===== config.mk =====
export PLATFORM = sky130hd
export DESIGN_NAME = icaf_front
export DESIGN_NICKNAME = d
export VERILOG_FILES = /design/src/hw/rtl/icaf_pkg.sv /design/src/hw/rtl/icaf_front.sv
export SDC_FILE = /design/constraint.sdc
export NUM_CORES = 1
export LEC_CHECK = 0
export ABC_AREA = 1
export BUFFER_PORTS_ARGS = -buffer_cell sky130_fd_sc_hd__buf_2
export CAP_MARGIN = 20
export CORE_MARGIN = 2
export CORE_UTILIZATION = 45
export DETAILED_ROUTE_END_ITERATION = 6
export GPL_TIMING_DRIVEN = 0
export PLACE_DENSITY = 0.84
export SLEW_MARGIN = 10
export SYNTH_ARGS = -nofsm -noshare
export SYNTH_HDL_FRONTEND = slang
export SYNTH_SLANG_ARGS = --single-unit

===== constraint.sdc =====
create_clock -name aclk -period 23.1 [get_ports aclk]
set_clock_uncertainty 0.15 [all_clocks]
set_input_delay 3.465 -clock aclk [delete_from_list [all_inputs] [get_ports aclk]]
set_output_delay 3.465 -clock aclk [all_outputs]
set_load 0.03 [all_outputs]

===== src/hw/rtl/icaf_pkg.sv =====
package icaf_pkg;

    localparam int CORDIC_STEPS_DEF = 16;
    localparam int ANGLE_FRAC_DEF = 13;
    localparam int MAX_STEPS = 24;
    localparam int WF = 24;
    localparam int CW = 28;
    localparam int BLEND_W = 17;
    localparam int QDEPTH = 2;

    localparam logic [BLEND_W-1:0] BLEND_RESET = 17'd1311;
    localparam logic [BLEND_W-1:0] BLEND_ONE = 17'd65536;

    localparam int PI_W_INT = 52707179;
    localparam logic signed [CW-1:0] GAIN_INV = 28'sd10188014;
    localparam logic signed [CW-1:0] PI_W = 28'sd52707179;
    localparam logic signed [CW-1:0] HALF_PI_W = 28'sd26353589;

    localparam logic [23:0] TAN_SAT_Q = 24'd8388608;
    localparam logic [4:0] SQRT_LAST = 5'd23;
    localparam logic [4:0] DIV_TOP = 5'd22;

    typedef struct packed {
        logic signed [15:0] gyro_x;
        logic signed [15:0] gyro_y;
        logic signed [15:0] gyro_z;
        logic signed [15:0] accel_x;
        logic signed [15:0] accel_y;
        logic signed [15:0] accel_z;
        logic [15:0] interval;
        logic zero_vec;
    } sample_t;

    typedef enum logic [3:0] {
        ST_IDLE,
        ST_SQ,
        ST_SQRT,
        ST_CINIT,
        ST_CORD,
        ST_TCHK,
        ST_DIV,
        ST_MUL,
        ST_SAT,
        ST_DONE
    } state_t;

    typedef enum logic [3:0] {
        MOP_AXX,
        MOP_AYY,
        MOP_AZZ,
        MOP_B,
        MOP_C,
        MOP_BGY,
        MOP_CGZ,
        MOP_CRGY,
        MOP_SRGZ,
        MOP_DTR,
        MOP_DTP,
        MOP_AAR,
        MOP_PRR,
        MOP_AAP,
        MOP_PRP
    } mul_op_t;

    function automatic logic signed [CW-1:0] atan_entry(input logic [4:0] idx);
        logic signed [CW-1:0] v;
        case (idx)
            5'd0: v = 28'sd13176795;
            5'd1: v = 28'sd7778716;
            5'd2: v = 28'sd4110060;
            5'd3: v = 28'sd2086331;
            5'd4: v = 28'sd1047214;
            5'd5: v = 28'sd524117;
            5'd6: v = 28'sd262123;
            5'd7: v = 28'sd131069;
            5'd8: v = 28'sd65536;
            5'd9: v = 28'sd32768;
            5'd10: v = 28'sd16384;
            5'd11: v = 28'sd8192;
            5'd12: v = 28'sd4096;
            5'd13: v = 28'sd2048;
            5'd14: v = 28'sd1024;
            5'd15: v = 28'sd512;
            5'd16: v = 28'sd256;
            5'd17: v = 28'sd128;
            5'd18: v = 28'sd64;
            5'd19: v = 28'sd32;
            5'd20: v = 28'sd16;
            5'd21: v = 28'sd8;
            5'd22: v = 28'sd4;
            5'd23: v = 28'sd2;
            default: v = '0;
        endcase
        return v;
    endfunction

endpackage


===== src/hw/rtl/icaf_front.sv =====
module icaf_front (
    input  logic aclk,
    input  logic aresetn,
    input  logic s_valid,
    output logic s_ready,
    input  logic signed [15:0] s_gyro_x,
    input  logic signed [15:0] s_gyro_y,
    input  logic signed [15:0] s_gyro_z,
    input  logic signed [15:0] s_accel_x,
    input  logic signed [15:0] s_accel_y,
    input  logic signed [15:0] s_accel_z,
    input  logic [15:0] s_interval,
    output logic q_valid,
    input  logic q_ready,
    output icaf_pkg::sample_t q_word
);
    import icaf_pkg::*;

    logic full_reg, full_next;
    sample_t word_reg, word_next;
    logic accept;

    assign s_ready = !full_reg || q_ready;
    assign accept = s_valid && s_ready;
    assign q_valid = full_reg;
    assign q_word = word_reg;

    always_comb begin
        full_next = accept || (full_reg && !q_ready);
        word_next = word_reg;
        if (accept) begin
            word_next.gyro_x = s_gyro_x;
            word_next.gyro_y = s_gyro_y;
            word_next.gyro_z = s_gyro_z;
            word_next.accel_x = s_accel_x;
            word_next.accel_y = s_accel_y;
            word_next.accel_z = s_accel_z;
            word_next.interval = s_interval;
            // An all-zero accelerometer vector gives a zero accelerometer tilt on both axes.
            word_next.zero_vec = (s_accel_x == 16'sd0) && (s_accel_y == 16'sd0)
                && (s_accel_z == 16'sd0);
        end
    end

    always_ff @(posedge aclk) begin
        if (!aresetn) begin
            full_reg <= 1'b0;
        end else begin
            full_reg <= full_next;
        end
    end

    always_ff @(posedge aclk) begin
        word_reg <= word_next;
    end

endmodule


---- Yosys cells after proc, flatten, opt, wreduce, memory -nomap -nowiden ----
Cells that the tools add are included.
cells by class
  reductions and logical operators ........ 11
operators with widths
  kind               count
  16-bit zero test   3
  1-bit logical AND  4
  1-bit zero test    2
  1-bit logical OR   2
storage, ports and cells
  bits in registers ....................... 114
  bits of input ports ..................... 116
  output and inout bits ................... 115
  logic and storage cells ................. 20

---- Longest topological paths before layout ----
  depth after elaboration ................. 4
  depth in mapped cells ................... 7
  depth with buffers taken out ............ 7

---- Worst setup path after synthesis ----
Ideal clock, no wire load.
  kind .................................... input to register
  start ................................... input port s_valid
  end ..................................... register word_reg, in the netlist q_word[0] (enable)
  setup time .............................. 0.622 ns
  arrival ................................. 8.950 ns
  data required time ...................... 22.328 ns
  setup slack ............................. 13.378 ns
  cell stages on the path ................. 2
  buffers on the path ..................... 0
  cells stage by stage .................... inv_1 > a21oi_1
between the ends
  word-level cells in the longest chain between the ends .. 1
ends and longest elaborated chain
  element                 line              source
  start: declaration      icaf_front.sv:4   input logic s_valid,
  1-bit logical AND       icaf_front.sv:24  assign accept = s_valid && s_ready;
  net accept              icaf_front.sv:21  logic accept;
  end signal: assignment  icaf_front.sv:54  word_reg <= word_next;
  end: declaration        icaf_front.sv:20  sample_t word_reg, word_next;
The timed path passes the listed nets, and every way through them passes these cells.
A chain may end at the register's enable or synchronous reset.

---- Worst setup path in the final report ----
  start ................................... input port q_ready
  end ..................................... output port s_ready
between the ends
  word-level cells in the longest chain between the ends .. 1
ends and longest elaborated chain
  element             line              source
  start: declaration  icaf_front.sv:14  input logic q_ready,
  1-bit logical OR    icaf_front.sv:23  assign s_ready = !full_reg || q_ready;
  end: declaration    icaf_front.sv:5   output logic s_ready,
Every way passes these cells.

==> summary by stage <==
Route
After detailed routing, the total wire length is 8650 µm. The number of design-rule violations left by the first detailed-router iteration is 81. The post-detailed-route wirelength per cell is 15.8 µm. The number of routed nets with antenna violations is 0. For this run, design rule violations remaining after detail routing come to 0. Before antenna repair, the detailed router went through 4 iterations. The routed layout has 2,470 vias. Dividing the detail-routed via count by the number of cells gives 4.51.

Yosys
After synthesis, the netlist uses 10 different library cells. The biggest area contributor in the post-synthesis netlist is edfxtp_1. The gate count of the mapped netlist is 180. The average instance in the mapped netlist occupies 20.4 µm². By area, the combinational part of the netlist is dominated by simple AND/OR/NAND/NOR gates. The xor/xnor share of the synthesized area is 0%.

The post-synth design cell area is 0.00368 mm². Counting every net in the synthesized netlist gives 296. Yosys attributes the largest share of cell area to edfxtp_1 92%, nor2_1 2.3%, inv_1 1.8%, nand2_1 1.8%, dfxtp_1 0.54%. The mux cell area share after synthesis is 0%. Yosys printed 0 warnings. The post-synthesis register bit count is 114. Summing the sequential cell areas from Yosys gives 92.8% of the chip area. The area fraction in compound gates after synthesis is 0.340%. The post-synthesis share of cell area spent on full adders, half adders and majority gates is 0%. The share of synthesized area in the top cell type comes to 92.2%. After Yosys synthesis, and, or, nand and nor cells account for 5.03% of the synthesized area.

Place
The global placement routability congestion is 0.734. Summed over all nets, the half-perimeter wirelength after detailed placement is 6530 µm. OpenSTA, run right after detailed placement, puts the worst setup slack at 15.57 ns. Port buffering added 230 buffers.

STA
The worst slew slack as a fraction of its limit is 62.1%. Summed over all failing endpoints, the final setup total negative slack is 0 ns. The hold violation total from the final report is 0.

Setup violations remaining at the end of the flow were counted as 0. Setup repair after global routing left no endpoint under its margin. The total count of max-transition violations in the final report is 0.

The worst setup slack after layout is 15.58 ns. For this run, the top clock speed supported by timing is 133 MHz. The final critical path takes up 32.6% of the cycle. The actual slew at the worst max-slew pin is 0.567 ns. The final critical delay including setup and external delays is 7.52 ns.

CTS
The CTS H-tree depth is 4. Post-CTS timing repair inserted 0 buffers for setup. Clock-pin slew was measured on the worst setup and hold paths at 0.06 ns. The CTS tree is done. The CTS sink count is 114. The number of buffers created by CTS is 17. The clock root buffer master is clkbuf_8. Buffers inserted to repair hold after CTS numbered 0. Once the clock tree was built, the resizer swapped 0 gates to a different size. The clock passes through at most 2 buffers. The source-to-sink clock delay at the later pin of the worst-skew pair is 0.49 ns.

Pwr
The switching power total is 0.000128 W. The share of total power in the clock network is 47.4%. In this run switching power makes up 22.3% of total power. The worst ir drop on vdd is 0.0612 mV. The power share of the sequential group is 42.8%. The cell-internal power is 0.000444 W.

The power density over the cells is 100 mW/mm². The combinational group share of total power is 9.8%. The static leakage power is 2.51 nW.

Global routing
For this run the aggregate overflow at the end of global routing stands at 0. The pin count of the biggest net entering global routing is 31. In this run the most used layer during global routing was met2. The number of antenna violations at the first check in global routing came to 0. In the global route stage, met1 resource usage came out at 21.2%. For this run, global-route usage on met2 was measured as 34.2%. The via count of the first global-routing pass came to 2,492. The first global-routing pass estimated 12,400 µm of wire.

The overall fraction of global-route tracks in use is 19.7%. For this run, global-route usage on met3 was measured as 9.66%.

Job
The tool flagged a number of max-cap violations equal to 0.

Cells and area
Counting the fill cells in the layout gives 534. The layout overhead on the synthesized area is 54.8%. The share of final-layout standard cells stronger than drive strength 1 is 59.9%. Cells fill 72.9% of the core in the end.

The net count of the finished layout is 549. Leaving out fill and tap cells, the most frequent cell in the layout is buf_2. The antenna diode count is 0. In the layout the commonest cells are 230 x buf_2, 113 x edfxtp_1, 23 x nor2_1.

Worst setup path
In this run the worst setup path begins at q_ready. The required time of the critical path is 19.49 ns. Along the worst path, the maximum fanout reaches 2. The startpoint class of the critical path is an input port. The capture point of the worst path is s_ready.

The kind of critical path is in2out. The worst setup path is captured at an output pin. The endpoint of the worst-slack reg-to-reg timing path is q_word[34]. The worst endpoint data arrival time is 3.91 ns. The path depth of the worst reg2reg path is 3. Setup slack on the worst reg-to-reg path comes out at 21.31 ns.

In this run the critical register-to-register path is launched from q_valid.

Min path
The path class of the lowest-slack min-delay path is reg2reg. In this run the most critical hold path is launched from q_valid.

Floorplanning
The die outline width is 94.4 µm. Pin placement for this block handled 231 I/O pins. The row count is 32.

The area of the die is 0.00891 mm². The starting density of the core is 47.1%. From bottom edge to top edge, the die measures 94.4 µm. The total area inside the core boundary comes to 0.00781 mm².

Outcome
The flow ran to the end, and the final reports show no timing, DRC or antenna violations.
[registers in the layout, summed over array words and instances (netlist names)]
| register | cells |
|---|---|
| q_valid | 1 |
| q_word | 113 |
[critical path, stage by stage]
cell and delay, ns:
buf_2 0.10, inv_1 0.10, nand2_1 0.07, buf_2 0.18
[layer usage]
layer / routed length [µm] / up-vias / share of wire, %
met5: 0 / - / 0
met4: 79 / 0 / 0.91
met3: 910 / 6 / 11
met2: 4700 / 150 / 54
met1: 2960 / 1148 / 34
li1: - / 1166 / -
[cells by family (layout without fill, tap and decap cells)]
group                  Yosys count  after routing
DFF                            114            114
and+or+nand+nor                 46             46
buffers and inverters           18            284
AOI/OAI and AO/OA                2              2
[metrics by stage]
stage / power, W / cell area (µm²) / hold WS, ns / std cells
5_1_grt: 0.000591 / 5690 / 0.481 / 548
6_report: 0.000572 / 5690 / 0.394 / 548
3_5_place_dp: 0.000305 / 5060 / 0.388 / 516
4_1_cts: 0.000578 / 5690 / 0.399 / 548
3_3_place_gp: 0.000304 / 4960 / 0.341 / 512
2_1_floorplan: 0.000282 / 3680 / 0.711 / 180
[worst min-delay path by stage]
| stage | endpoint | cells past startpoint |
|---|---|---|
| 3_3_place_gp | q_valid | 2 |
| 5_1_grt | q_valid | 2 |
| 6_report | q_valid | 2 |
| 3_5_place_dp | q_valid | 2 |
| 4_1_cts | q_valid | 2 |
| 2_1_floorplan | q_valid | 2 |
[final cells by class]
cell class              count  area, µm²  share of cell area (%)
repair buffers            234       1250                    21.9
clock buffers              17        414                    7.27
inverters                  18       67.6                    1.19
well taps                 102        128                    2.24
flip-flops and latches    114       3410                    60.0
clock inverters            15        215                    3.78
multi-input cells          48        209                    3.67
[synth_stat cells]
master,number
a21boi_0,1
a21oi_1,1
and2_1,2
dfxtp_1,1
edfxtp_1,113
inv_1,18
nand2_1,18
nand4_1,1
nor2_1,23
nor2_2,2
[power by group through the flow]
stage | registers (W) | logic (W) | clock network [W]
after global placement | 0.000252 | 0.0000520 | 0
after floorplan | 0.000276 | 0.00000557 | 0
after CTS | 0.000245 | 0.0000565 | 0.000276
after global routing | 0.000246 | 0.0000595 | 0.000285
after detailed placement | 0.000249 | 0.0000563 | 0
final | 0.000245 | 0.0000559 | 0.000271
No activity file was read; power rests on OpenSTA's default activity.
