===== src/hw/rtl/icaf_pkg.sv =====
package icaf_pkg;

    localparam int CORDIC_STEPS_DEF = 16;
    localparam int ANGLE_FRAC_DEF = 13;
    localparam int MAX_STEPS = 24;
    localparam int WF = 24;
    localparam int CW = 28;
    localparam int BLEND_W = 17;
    localparam int QDEPTH = 2;

    localparam logic [BLEND_W-1:0] BLEND_RESET = 17'd1311;
    localparam logic [BLEND_W-1:0] BLEND_ONE = 17'd65536;

    localparam int PI_W_INT = 52707179;
    localparam logic signed [CW-1:0] GAIN_INV = 28'sd10188014;
    localparam logic signed [CW-1:0] PI_W = 28'sd52707179;
    localparam logic signed [CW-1:0] HALF_PI_W = 28'sd26353589;

    localparam logic [23:0] TAN_SAT_Q = 24'd8388608;
    localparam logic [4:0] SQRT_LAST = 5'd23;
    localparam logic [4:0] DIV_TOP = 5'd22;

    typedef struct packed {
        logic signed [15:0] gyro_x;
        logic signed [15:0] gyro_y;
        logic signed [15:0] gyro_z;
        logic signed [15:0] accel_x;
        logic signed [15:0] accel_y;
        logic signed [15:0] accel_z;
        logic [15:0] interval;
        logic zero_vec;
    } sample_t;

    typedef enum logic [3:0] {
        ST_IDLE,
        ST_SQ,
        ST_SQRT,
        ST_CINIT,
        ST_CORD,
        ST_TCHK,
        ST_DIV,
        ST_MUL,
        ST_SAT,
        ST_DONE
    } state_t;

    typedef enum logic [3:0] {
        MOP_AXX,
        MOP_AYY,
        MOP_AZZ,
        MOP_B,
        MOP_C,
        MOP_BGY,
        MOP_CGZ,
        MOP_CRGY,
        MOP_SRGZ,
        MOP_DTR,
        MOP_DTP,
        MOP_AAR,
        MOP_PRR,
        MOP_AAP,
        MOP_PRP
    } mul_op_t;

    function automatic logic signed [CW-1:0] atan_entry(input logic [4:0] idx);
        logic signed [CW-1:0] v;
        case (idx)
            5'd0: v = 28'sd13176795;
            5'd1: v = 28'sd7778716;
            5'd2: v = 28'sd4110060;
            5'd3: v = 28'sd2086331;
            5'd4: v = 28'sd1047214;
            5'd5: v = 28'sd524117;
            5'd6: v = 28'sd262123;
            5'd7: v = 28'sd131069;
            5'd8: v = 28'sd65536;
            5'd9: v = 28'sd32768;
            5'd10: v = 28'sd16384;
            5'd11: v = 28'sd8192;
            5'd12: v = 28'sd4096;
            5'd13: v = 28'sd2048;
            5'd14: v = 28'sd1024;
            5'd15: v = 28'sd512;
            5'd16: v = 28'sd256;
            5'd17: v = 28'sd128;
            5'd18: v = 28'sd64;
            5'd19: v = 28'sd32;
            5'd20: v = 28'sd16;
            5'd21: v = 28'sd8;
            5'd22: v = 28'sd4;
            5'd23: v = 28'sd2;
            default: v = '0;
        endcase
        return v;
    endfunction

endpackage


===== src/hw/rtl/icaf_queue.sv =====
module icaf_queue (
    input  logic aclk,
    input  logic aresetn,
    input  logic in_valid,
    output logic in_ready,
    input  icaf_pkg::sample_t in_word,
    output logic out_valid,
    input  logic out_ready,
    output icaf_pkg::sample_t out_word
);
    import icaf_pkg::*;

    localparam int PW = $clog2(QDEPTH);
    localparam int CNTW = $clog2(QDEPTH + 1);

    sample_t mem_reg [QDEPTH];
    logic [PW-1:0] wr_reg, wr_next, rd_reg, rd_next;
    logic [CNTW-1:0] count_reg, count_next;
    logic push, pop;

    assign in_ready = count_reg != CNTW'(QDEPTH);
    assign out_valid = count_reg != '0;
    assign push = in_valid && in_ready;
    assign pop = out_valid && out_ready;
    assign out_word = mem_reg[rd_reg];

    always_comb begin
        wr_next = wr_reg;
        rd_next = rd_reg;
        count_next = count_reg;
        if (push) begin
            wr_next = (wr_reg == PW'(QDEPTH - 1)) ? '0 : wr_reg + PW'(1);
        end
        if (pop) begin
            rd_next = (rd_reg == PW'(QDEPTH - 1)) ? '0 : rd_reg + PW'(1);
        end
        if (push && !pop) begin
            count_next = count_reg + CNTW'(1);
        end else if (pop && !push) begin
            count_next = count_reg - CNTW'(1);
        end
    end

    always_ff @(posedge aclk) begin
        if (!aresetn) begin
            wr_reg <= '0;
            rd_reg <= '0;
            count_reg <= '0;
        end else begin
            wr_reg <= wr_next;
            rd_reg <= rd_next;
            count_reg <= count_next;
        end
    end

    always_ff @(posedge aclk) begin
        if (push) begin
            mem_reg[wr_reg] <= in_word;
        end
    end

endmodule


===== config.mk =====
export PLATFORM = sky130hd
export DESIGN_NAME = icaf_queue
export DESIGN_NICKNAME = d
export VERILOG_FILES = /design/src/hw/rtl/icaf_pkg.sv /design/src/hw/rtl/icaf_queue.sv
export SDC_FILE = /design/constraint.sdc
export NUM_CORES = 1
export LEC_CHECK = 0
export BUFFER_PORTS_ARGS = -buffer_cell sky130_fd_sc_hd__buf_2
export CORE_ASPECT_RATIO = 1.4
export CORE_MARGIN = 2
export CORE_UTILIZATION = 56
export DETAILED_ROUTE_END_ITERATION = 8
export GPL_TIMING_DRIVEN = 0
export PLACE_DENSITY = 0.81
export SYNTH_ARGS = -nofsm -noshare
export SYNTH_HDL_FRONTEND = slang
export SYNTH_SLANG_ARGS = --single-unit

===== constraint.sdc =====
create_clock -name aclk -period 5.38 [get_ports aclk]
set_input_delay 0.538 -clock aclk [delete_from_list [all_inputs] [get_ports aclk]]
set_output_delay 0.538 -clock aclk [all_outputs]
set_load 0.005 [all_outputs]

# Word-level counts from Yosys, hierarchy flattened
# Memory sizes are Yosys's and may differ from the RTL's. A register that Yosys moved wholly into a read port is not among the register bits.
# Index checks and enable logic that the tools add are counted.
# word_totals
register_bits	4
ram_bits	226
inputBits	117
output_inout_bits	115
elab_cells	25
memories	1
# classes
n_addsub	4
n_eq_ne	1
muxes	8
n_reduce_logical	8
# mem_list
name	depth	width	rd	rd_ports_with_merged_regs	write_ports	line_no	text
mem_reg	2	113	1	1	1	icaf_queue.sv:16	sample_t mem_reg [QDEPTH];
# ops
cell	n
two-way mux 1 bit	6
logical AND 1 bit	4
two-way mux 2 bit	2
nonzero test 2 bit	2
adder 1 bit, second input constant	2
adder 2 x 1 -> 2 bit, second input constant	1
logical NOT 1 bit	2
inequality test 2 bit, second input constant	1
subtractor 2 x 1 -> 2 bit, second input constant	1

# Logic depth before layout (Yosys ltp)
# Gate-level depths: netlist of run 1.
# depth
word_depth	6
mapped_depth	6
ltp_nobuf	6

# Worst setup path after synthesis of run 1
# OpenSTA, ideal clock, no wires.
# synth_path
path_type	register to register
start	register count_reg[0]
end	memory mem_reg[1][0] in the netlist's numbering, enable pin
setup_time_ps	486
arrival_ps	3211
t_required_ps	4894
slack_ps	1683
stages_incl_launch_ff	3
synth_period_minus_slack_ps	3697
cell_sequence	dfxtp_1 nand2b_4 and3_1
# synth_via
elab_chain_len	4
# synth_rtl
item	line_no	text
start, declared	icaf_queue.sv:18	logic [CNTW-1:0] count_reg, count_next;
start signal, assigned	icaf_queue.sv:52	count_reg <= count_next;
inequality test 2 bit	icaf_queue.sv:21	assign in_ready = count_reg != CNTW'(QDEPTH);
named net in_ready	icaf_queue.sv:5	output logic in_ready,
logical AND 1 bit	icaf_queue.sv:23	assign push = in_valid && in_ready;
two-way mux 1 bit	icaf_queue.sv:57	if (push) begin
two-way mux 1 bit (not written as such)	icaf_queue.sv:58	mem_reg[wr_reg] <= in_word;
end, declared	icaf_queue.sv:16	
# The timed path passes the listed nets, and every way through them passes these cells.

==> summary.md, run 1 <==
| Metric | Value |
|---|---|
| Status | `completed` |
| Global-route wire length before repair | `about 23000 um` |
| Fin cells | `~840` |
| Drt initial violations | `160` |
| Filler instances | `about 970` |
| Multi-input logic area | `around 0.0017 mm2` |
| Post-DP HPWL | `around 11000 um` |
| Achievable frequency | `around 440 MHz` |
| Die ar. | `0.01654 mm2` |
| Net Sw Frac | `24.42%` |
| Worst r2r dst | `mem_reg[0][107]` |
| EDFF count, synth | `~230` |
| Top post-synthesis cells by count | `226 x edfxtp_1, 70 x mux2_4, 43 x mux2_2, 8 x buf_6, 5 x dfxtp_1` |
| FF+latch count, synth | `231` |
| Setup violations, final | `0` |
| Area leader, netlist | `edfxtp_1` |
| Initial antenna violation count | `5` |
| Sequential area share after synthesis | `a little under 80%` |
| CTS root buffer | `clkbuf_16` |
| Area Growth Syn to Fin | `25.01%` |
| Routed Antenna Nets | `0` |
| Worst Slack Setup Final | `~3.1 ns` |
| Worst slew margin | `a little under half` |
| Post-Place Cells | `801` |
| Hold Crit Start | `in_word[96]` |
| DIE WIDTH | `between 100 and 150 um` |
| Mapped Area | `slightly below 0.009 mm2` |
| Pre-CTS WS | `about 3.3 ns` |
| Critical path endpoint category | `primary output` |
| P per Cell Area | `approximately 460 mW/mm2` |
| Vias per inst | `about 5.2` |
| Fin. Hold Viols | `0` |
| Nets | `approximately 750` |
| Leakage | `around 4.2 nW` |
| Worst Setup Path Type | `flop to primary output` |
| Max rail drop VDD | `~0.44 mV` |
| Core box area | `around 0.015 mm2` |
| Comb power frac | `between 20% and 30%` |
| Area contributors post-synth | `edfxtp_1 78%, mux2_4 12%, mux2_2 5.6%` |
| GPL Wtd Cong | `around 0.71` |
| Largest net degree at the start of global routing | `61` |
| Max Root-Sink Buffers | `3` |
| Hold Slack | `about 0.23 ns` |
| Num ports | `about 230` |
| TNS Setup | `0 ns` |
| Worst reg2reg startpoint | `count_reg[0]` |
| Worst-Skew Late Latency | `0.49 ns` |
| Net Count, Synth | `about 490` |
| Hold Crit Class | `input pin to flop` |
| 1st-pass router iterations | `5` |
| Post-CTS Setup Bufs | `0` |
| DIE HEIGHT | `151.4 um` |
| Slew @ Worst Pin | `0.8042 ns` |
| Fin crit share | `a little over two fifths` |
| CTS tree | `done` |
| Worst reg2reg setup slack | `3.32 ns` |
| Worst-path clk slew | `0.06 ns` |
| Layout cell share with drive strength beyond 1 | `approximately three fifths` |
| Total CTS buffers | `22` |
| Top cell type's share of synthesized area | `between 70% and 80%` |
| Hold path cells | `1` |
| CTS Sinks | `about 230` |
| Crit path DAT | `about 1.7 ns` |
| Hold EP | `mem_reg[0][96]` |
| Max-slew violations | `0` |
| RSZ-0062 raised after global routing | `false` |
| Internal Power | `0.003813 W` |
| MaxCap Viol Count | `0` |
| Post-synthesis cell count | `around 380` |
| PortBufs | `231` |
| GRT Util Overall | `between 10% and 20%` |
| CP startpoint kind | `flop` |
| Grt total ovfl | `0` |
| Max reg flops | `about 230` |
| Post-CTS Hold Fix Bufs | `0` |
| Final worst path period need | `about 2.3 ns` |
| Number of global-route vias before repair | `~4.6k` |
| Register area | `around 0.0069 mm2` |
| Clock share of power | `between 20 and 30%` |
| Initial Utilization | `57.47%` |
| CP max FO | `10` |
| Sequential share of power | `between 40% and 50%` |
| Avg WL per Cell | `18.86 um` |
| # DRC | `0` |
| Yosys warns | `0` |
| Routed WL | `roughly 16000 um` |
| Vias | `4359` |
| Switch Pwr | `about 0.0012 W` |
| CTS HTree Levels | `1` |
| Count leader, synth | `edfxtp_1` |
| Synth cell types | `22` |
| # rows | `53` |
| Asr flop ratio synth | `0%` |
| Top FF cell, synth | `edfxtp_1` |
| CTS resizes | `0` |
| Critical path required time | `between 4 and 5 ns` |
| Post-Route Skew | `around 0.0095 ns` |
| Synth Area per Inst | `~23 um2` |
| Reg2reg path depth | `4` |
-- placed cells by master, fill, tap and decap left out, types with 2 or more instances in the layout --
master	n
xnor2_1	2
bufinv_16	2
and2_1	4
buf_16	2
diode_2	3
mux2_4	70
buf_6	8
edfxtp_1	226
dfxtp_1	5
clkinv_1	3
mux2_2	43
clkbuf_16	23
clkinv_2	3
clkbuf_1	7
buf_2	235
-- layer usage --
layer  track usage [%]  routed length [um]  vias to the layer above  share of wire (%)
met5                 0                  25                        -               0.16
met4             5.570                 343                        4                2.2
met3             5.895                1366                       36                8.6
met2             34.57                8733                      168                 55
met1             20.44                5449                     2137                 34
li1                  -                   -                     2014                  -
-- cell type report --
class	count	area share [%]
sequential	231	63.40
multi-input combinational	131	15.46
timing repair buffer	233	11.15
clock buffer	30	5.540
tap	192	2.211
buffer	13	1.152
clock inverter	10	0.9675
antenna	3	0.06911
inverter	1	0.05759
-- critical path, cell delays in order, from the launching register on --
cell and delay [ns]:
dfxtp_1 0.32, buf_6 0.12, buf_8 0.15, buf_6 0.19, mux2_4 0.32, buf_2 0.13
-- cell families after synthesis --
family | Yosys count | synth area share, %
buffers and inverters | 14 | 1.483
multiplexers | 113 | 17.67
AO/OA/AOI/OAI | 5 | 0.4031
AND/OR/NAND/NOR | 9 | 0.7488
XOR/XNOR | 3 | 0.3024
flip-flops | 231 | 79.25
adder cells (fa/ha/maj) | 1 | 0.1440
-- metrics by stage --
| stage | area [um2] | utilization (%) | total power (W) |
|---|---|---|---|
| after global placement | 10090 | 66.71 | 0.003565 |
| after CTS | 10860 | 71.80 | 0.005102 |
| after global routing | 10860 | 71.81 | 0.005264 |
| after floorplan | 8690 | - | 0.003137 |
| after detailed placement | 10150 | 67.12 | 0.003603 |
| final | 10860 | 71.85 | 0.005045 |
-- how the worst max path moves through the flow --
stage,startpoint,end,slack [ns]
after floorplan,count_reg[0],mem_reg[1][0],1.68
after global placement,in_valid,mem_reg[1][71],0.46
after detailed placement,in_valid,mem_reg[1][66],3.26
after CTS,flop,out_word[59],3.07
after global routing,flop,out_word[57],3.03
final,flop,out_word[67],3.10
-- power groups by stage --
stage,Sequential (W),Combinational [W],Clock (W)
floorplan,0.00235,0.000786,0
global placement,0.00237,0.00120,0
finish,0.00231,0.00124,0.00149
global route,0.00233,0.00134,0.00159
CTS,0.00232,0.00126,0.00153
detailed placement,0.00235,0.00125,0
No activity file was read; power rests on OpenSTA's default activity.
==> run 2: changes to the inputs <==
- CORE_UTILIZATION: 56 -> 47
- PLACE_DENSITY: 0.81 -> 0.72
- clock period: 5.38 -> 1.9 ns (I/O delays scaled with it)
==> run 2 against run 1 <==
Global-route usage decreased by 0.79 points. Critical path depth unchanged. Die area rose by 19%. Total power increased to 3.1 times the previous value. Clock power grew to 3.0 times the previous value. Setup slack got worse by 3.1 ns. Wire length rose by 20%. Combinational power grew to 3.8 times the previous value. Flip-flop and latch count unchanged. Worst hold slack got worse by 0.14 ns. Critical path type unchanged. Largest power group unchanged.
==> summary.md, run 2 (synthesis gave the netlist of run 1 again) <==
| Metric | Value |
|---|---|
| Post-Route Skew | `0.007631 ns (-0.001876 ns)` |
| CTS root buffer | `clkbuf_16` |
| Global-route wire length before repair | `27240 um (+17%)` |
| GRT Util Overall | `17.96% (-0.79 points)` |
| Initial Utilization | `48.09% (-9.4 points)` |
| Core box area | `0.01807 mm2 (+20%)` |
| Fin cells | `1008 (+19%)` |
| Hold Crit Class | `input pin to flop` |
| # DRC | `0 (unchanged)` |
| Design area | `0.01272 mm2 (+17%)` |
| # rows | `58 (+9.4%)` |
| Max rail drop VDD | `1.040 mV (+140%)` |
| Num ports | `232 (unchanged)` |
| Most common cell after layout, fill and taps aside | `edfxtp_1` |
| Slew @ Worst Pin | `0.6276 ns (-0.1766 ns)` |
| MaxCap Viol Count | `0 (unchanged)` |
| Worst slew margin | `58.16% (+12 points)` |
| RSZ-0062 raised after global routing | `true` |
| Worst Setup Path Type | `flop to primary output` |
| Total CTS buffers | `22 (unchanged)` |
| Max Root-Sink Buffers | `3 (unchanged)` |
| Worst Slack Setup Final | `0.01524 ns (-3.085 ns)` |
| PortBufs | `231 (unchanged)` |
| CTS HTree Levels | `1 (unchanged)` |
| Largest net degree at the start of global routing | `64 (+4.9%)` |
| Multi-input logic area | `0.001690 mm2 (+0.67%)` |
| Max-slew violations | `0 (unchanged)` |
| GPL Wtd Cong | `0.7151 (+0.53%)` |
| Post-DP HPWL | `11150 um (+1.5%)` |
| Nets | `873 (+16%)` |
| CTS Sinks | `231 (unchanged)` |
| Ant diodes | `0 (-3)` |
| Hold Slack | `0.09482 ns (-0.1367 ns)` |
| Die ar. | `0.01961 mm2 (+19%)` |
| P per Cell Area | `1238 mW/mm2 (+170%)` |
| Area Growth Syn to Fin | `46.42%` |
| Final worst path period need | `around 1.9 ns` |
| Routed WL | `19070 um (+20%)` |
| Crit path DAT | `1.69 ns (-0.05 ns)` |
| Post-DP Area | `0.01024 mm2 (+0.94%)` |
| Setup violations, final | `0 (unchanged)` |
| Number of global-route vias before repair | `5238 (+14%)` |
| Worst-path clk slew | `0.06 ns (about the same)` |
| CP Cell Sequence | `buf_6 -> clkbuf_16 -> buf_12 -> mux2_4 -> buf_6` |
| Pre-CTS WS | `-0.1431 ns (-3.401 ns)` |
| Fin crit share | `between 90 and 100%` |
| 1st-pass router iterations | `4 (-1)` |
| Post-Place Cells | `851 (+6.2%)` |
| Vias per inst | `4.891 (-5.3%)` |
| DIE HEIGHT | `164.9 um (+8.9%)` |
| Max reg flops | `226 (unchanged)` |
| Grt total ovfl | `0 (unchanged)` |
| Drt initial violations | `236 (+48%)` |
| Fin. Hold Viols | `0 (unchanged)` |
| TNS Setup | `0 ns (unchanged)` |
| Register area | `0.006889 mm2 (about the same)` |
| CP max stage cell | `dfxtp_2` |
| CP startpoint kind | `flop` |
| Critical Path Max Stage Delay | `0.32 ns (about the same)` |
| Layout cell share with drive strength beyond 1 | `52.99% (-7.7 points)` |
| Achievable frequency | `between 500 and 600 MHz` |
| DIE WIDTH | `118.9 um (+8.8%)` |
| CTS tree | `done` |
| Most common cell type on the critical path | `buf_6` |
| Critical path endpoint category | `primary output` |
| Initial antenna violation count | `0 (-5)` |
| Vias | `4930 (+13%)` |
| Filler instances | `1064 (+10%)` |
| Leakage | `4.933 nW (+17%)` |
| Critical path required time | `1.71 ns (-3.13 ns)` |
| Most frequent cells in the layout | `226 x edfxtp_1, 160 x buf_2, 114 x dlygate4sd3_1` |
| Avg WL per Cell | `18.92 um (+0.32%)` |
| CP max FO | `10 (unchanged)` |
| Status | `completed` |
| Routed Antenna Nets | `0 (unchanged)` |
| Worst-Skew Late Latency | `0.49 ns (about the same)` |
[run 2: per-layer routing]
layer	GRT usage, %	vias up	routed length [um]
li1	-	2244	-
met1	19.74	2460	6889
met2	33.73	186	10710
met3	3.488	40	922
met4	7.630	0	555
met5	0	-	0
[run 2: power breakdown]
group | internal, W | leakage, nW | switching, W
Clock | 0.00276 | 0.367 | 0.00174
Sequential | 0.00636 | 2.15 | 0.000187
Combinational | 0.00282 | 2.41 | 0.00187
Total | 0.0120 | 4.93 | 0.00380
[run 2: area by class of cell]
type                            instances  area share, %
Sequential cell                       231          54.14
Multi-Input combinational cell        132          13.29
Clock inverter                          6         0.8457
Clock buffer                           31          5.074
Inverter                                1        0.05900
Timing Repair Buffer                  353          22.61
Tap cell                              240          2.360
Timing Repair inverter                  1        0.03934
Buffer                                 13          1.583
[run 2: timing repair]
item / in CTS / in global routing
gates cloned: 2 / 1
hold endpoints to repair: 231 / 0
pin swaps: 1 / 0
resized for setup: 9 / 84
setup buffers: 3 / 0
setup endpoints to repair: 198 / 111
hold buffers: 114 / 0
[run 2: worst paths after layout]
| kind | to | start | slack (ns) | depth (start not counted) |
|---|---|---|---|---|
| worst max-delay path | out_word[72] | flop | 0.02 | 5 |
| worst min-delay path | wr_reg | in_valid | 0.09 | 3 |
| worst max register to register | mem_reg[0][90] | count_reg[0] | 0.14 | 5 |
| worst min register to register | flop | rd_reg | 0.59 | 2 |
[run 2: critical path, delay by kind of cell, from the launching register on]
kind | cells | cell delay [ns]
buffers and inverters | 4 | 0.56
DFF | 1 | 0.32
muxes | 1 | 0.31
[run 2: per-stage QoR]
stage / utilization [%] / power (W)
5_1_grt: 70.41 / 0.01633
2_1_floorplan: - / 0.008855
3_5_place_dp: 56.69 / 0.01025
3_3_place_gp: 56.18 / 0.01011
4_1_cts: 67.62 / 0.01505
6_report: 70.41 / 0.01575
==> run 3: changes to the inputs <==
- CORE_UTILIZATION: 47 -> 40
- GPL_ROUTABILITY_DRIVEN: default -> 1
- PLACE_DENSITY: 0.72 -> 0.63
==> run 3 against run 2 <==
The flow now finishes with violations (negative setup slack). Wire length shrank 6.4%. Worst hold slack lost 0.0023 ns. Sequential share of layout area grew 1.3 points. Count of clock-buffer cells in the layout shrank 6. Design area shrank 2.3%. Setup slack lost 0.034 ns. Clock skew grew 0.0015 ns. Via count shrank 2.2%. Critical path type unchanged.
==> summary.md, run 3 (synthesis gave the netlist of run 1 again) <==
| Metric | Value |
|---|---|
| Max rail drop VDD | `0.8118 mV (-22%)` |
| Nets | `873 (unchanged)` |
| Worst Slack Setup Final | `-0.01874 ns (-0.03398 ns)` |
| Crit path DAT | `1.73 ns (+0.04 ns)` |
| Slew @ Worst Pin | `0.7358 ns (+0.1082 ns)` |
| GPL Wtd Cong | `0.6808 (-4.8%)` |
| Status | `finished, violations left` |
| Routed Antenna Nets | `0 (unchanged)` |
| Routed WL | `17850 um (-6.4%)` |
| Worst-path clk slew | `0.07 ns (about the same)` |
| Multi-input logic area | `0.001694 mm2 (+0.22%)` |
| Comb power frac | `26.3% (-3.5 points)` |
| Switch Pwr | `0.003688 W (-2.9%)` |
| RSZ-0062 raised after global routing | `true` |
| Initial antenna violation count | `3 (+3)` |
| Largest net degree at the start of global routing | `56 (-13%)` |
| Global-route wire length before repair | `26990 um (-0.91%)` |
| Setup violations, final | `19 (+19)` |
| Post-Route Skew | `0.009153 ns (+0.001521 ns)` |
| Core Util, Final | `58.38% (-12 points)` |
| CTS tree | `done` |
| PortBufs | `231 (unchanged)` |
| Pre-CTS WS | `-0.1688 ns (-0.02565 ns)` |
| Post-DP HPWL | `10990 um (-1.5%)` |
| Total chip power | `0.01541 W (-2.1%)` |
| Die ar. | `0.02294 mm2 (+17%)` |
| Num ports | `232 (unchanged)` |
| Hold Crit Class | `input pin to flop` |
| Max reg flops | `226 (unchanged)` |
| Worst-Skew Late Latency | `0.49 ns (about the same)` |
| Area Growth Syn to Fin | `43.00%` |
| Sequential share of power | `42.4% (+0.8 points)` |
| Leakage | `4.835 nW (-2.0%)` |
| Register area | `0.006889 mm2 (unchanged)` |
| DIE HEIGHT | `178.4 um (+8.2%)` |
| Core box area | `0.02128 mm2 (+18%)` |
| CTS Sinks | `231 (unchanged)` |
| Clock share of power | `31.3% (+2.7 points)` |
| Worst slew margin | `50.95% (-7.2 points)` |
| # rows | `63 (+8.6%)` |
| Critical path endpoint category | `primary output` |
| Layout cell share with drive strength beyond 1 | `52.92% (-0.077 points)` |
| Worst reg2reg setup slack | `0.21 ns (+0.07 ns)` |
| Initial Utilization | `40.83% (-7.3 points)` |
| Most frequent cells in the layout | `226 x edfxtp_1, 215 x buf_2, 114 x dlygate4sd3_1` |
| Number of global-route vias before repair | `5352 (+2.2%)` |
| Vias per inst | `4.666 (-4.6%)` |
| Fin. Hold Viols | `0 (unchanged)` |
| Internal Power | `0.01173 W (-1.9%)` |
| CP startpoint kind | `flop` |
| Achievable frequency | `521.2 MHz (-1.8%)` |
| Hold path cells | `3 (unchanged)` |
| 1st-pass router iterations | `4 (unchanged)` |
| MaxCap Viol Count | `0 (unchanged)` |
| Most common cell after layout, fill and taps aside | `edfxtp_1` |
| Max-slew violations | `0 (unchanged)` |
| Net Sw Frac | `23.92% (-0.18 points)` |
| Failing checks | `negative setup slack` |
| Total CTS buffers | `23 (+4.5%)` |
| Grt total ovfl | `0 (unchanged)` |
| Fin crit share | `101.0% (+1.8 points)` |
| CTS root buffer | `clkbuf_16` |
| GRT Util Overall | `15.16% (-2.8 points)` |
| DIE WIDTH | `128.6 um (+8.1%)` |
| # DRC | `0 (unchanged)` |
| CP max FO | `10 (unchanged)` |
| Vias | `4820 (-2.2%)` |
| Filler instances | `1585 (+49%)` |
| Fin cells | `1033 (+2.5%)` |
| Critical path required time | `1.71 ns (about the same)` |
| Final worst path period need | `1.919 ns (+0.03398 ns)` |
| Drt initial violations | `210 (-11%)` |
| P per Cell Area | `1241 mW/mm2 (+0.23%)` |
| Reg2reg path depth | `5 (unchanged)` |
| Avg WL per Cell | `17.28 um (-8.7%)` |
| CTS HTree Levels | `1 (unchanged)` |
| Post-Place Cells | `871 (+2.4%)` |
| Worst Setup Path Type | `flop to primary output` |
| Max Root-Sink Buffers | `3 (unchanged)` |
-- run 3: changes by cell type in the layout (fill, tap and decap cells not counted), moves of 2 or more --
| cell | change |
|---|---|
| buf_12 | -6 |
| clkbuf_4 | -3 |
| clkinv_1 | +4 |
| bufinv_16 | +3 |
| buf_2 | +55 |
| clkbuf_8 | -4 |
| clkbuf_1 | -2 |
| diode_2 | +2 |
| buf_6 | -46 |
-- run 3: cell type report --
class	count	share of cell area [%]
sequential	231	55.44
timing repair buffer	352	20.44
multi-input combinational	133	13.63
clock buffer	25	4.692
tap	260	2.618
clock inverter	16	1.883
buffer	13	1.188
inverter	1	0.06042
antenna	2	0.04028
-- run 3: timing repair --
| action | 4_1_cts | 5_1_grt |
|---|---|---|
| hold buffers | 114 | 0 |
| gates resized for setup | 23 | 4 |
| setup buffers | 1 | 2 |
| hold endpoints to repair | 231 | 0 |
| pin swaps | 1 | 0 |
| setup endpoints to repair | 165 | 166 |
| cloned | 1 | 1 |
-- run 3: metal layers --
metal	up-vias	global-route usage [%]	part of all wire, %
met5	-	0	0
li1	2254	-	-
met2	178	28.52	55
met1	2361	16.40	36
met4	0	4.393	1.9
met3	27	4.349	7.4
-- run 3: through the flow --
step	instance area [um2]	hold slack (ns)	setup TNS [ns]
3_5_place_dp	10270	0.3811	-9.093
5_1_grt	12430	0.09561	-6.216
4_1_cts	12370	0.04704	-3.060
6_report	12430	0.09255	-0.08818
2_1_floorplan	8696	0.2889	-141.02
3_3_place_gp	10180	0.3784	-328.42
-- run 3: final timing paths --
check,start,to
worst max-delay path,flop,out_word[70]
worst max register to register,count_reg[0],mem_reg[0][44]
worst min register to register,count_reg[1],count_reg[1]
worst min-delay path,in_valid,wr_reg
-- run 3: critical path, stage by stage, from the launching register on --
cell and delay (ns):
dfxtp_2 0.32, buf_6 0.11, buf_12 0.15, buf_6 0.19
mux2_4 0.32, buf_2 0.13
-- run 3: power groups by stage --
stage | combinational, W | sequential, W | clock (W)
detailed placement | 0.00362 | 0.00664 | 0
floorplan | 0.00223 | 0.00663 | 0
finish | 0.00405 | 0.00654 | 0.00483
global placement | 0.00348 | 0.00667 | 0
CTS | 0.00404 | 0.00654 | 0.00496
global route | 0.00436 | 0.00660 | 0.00517
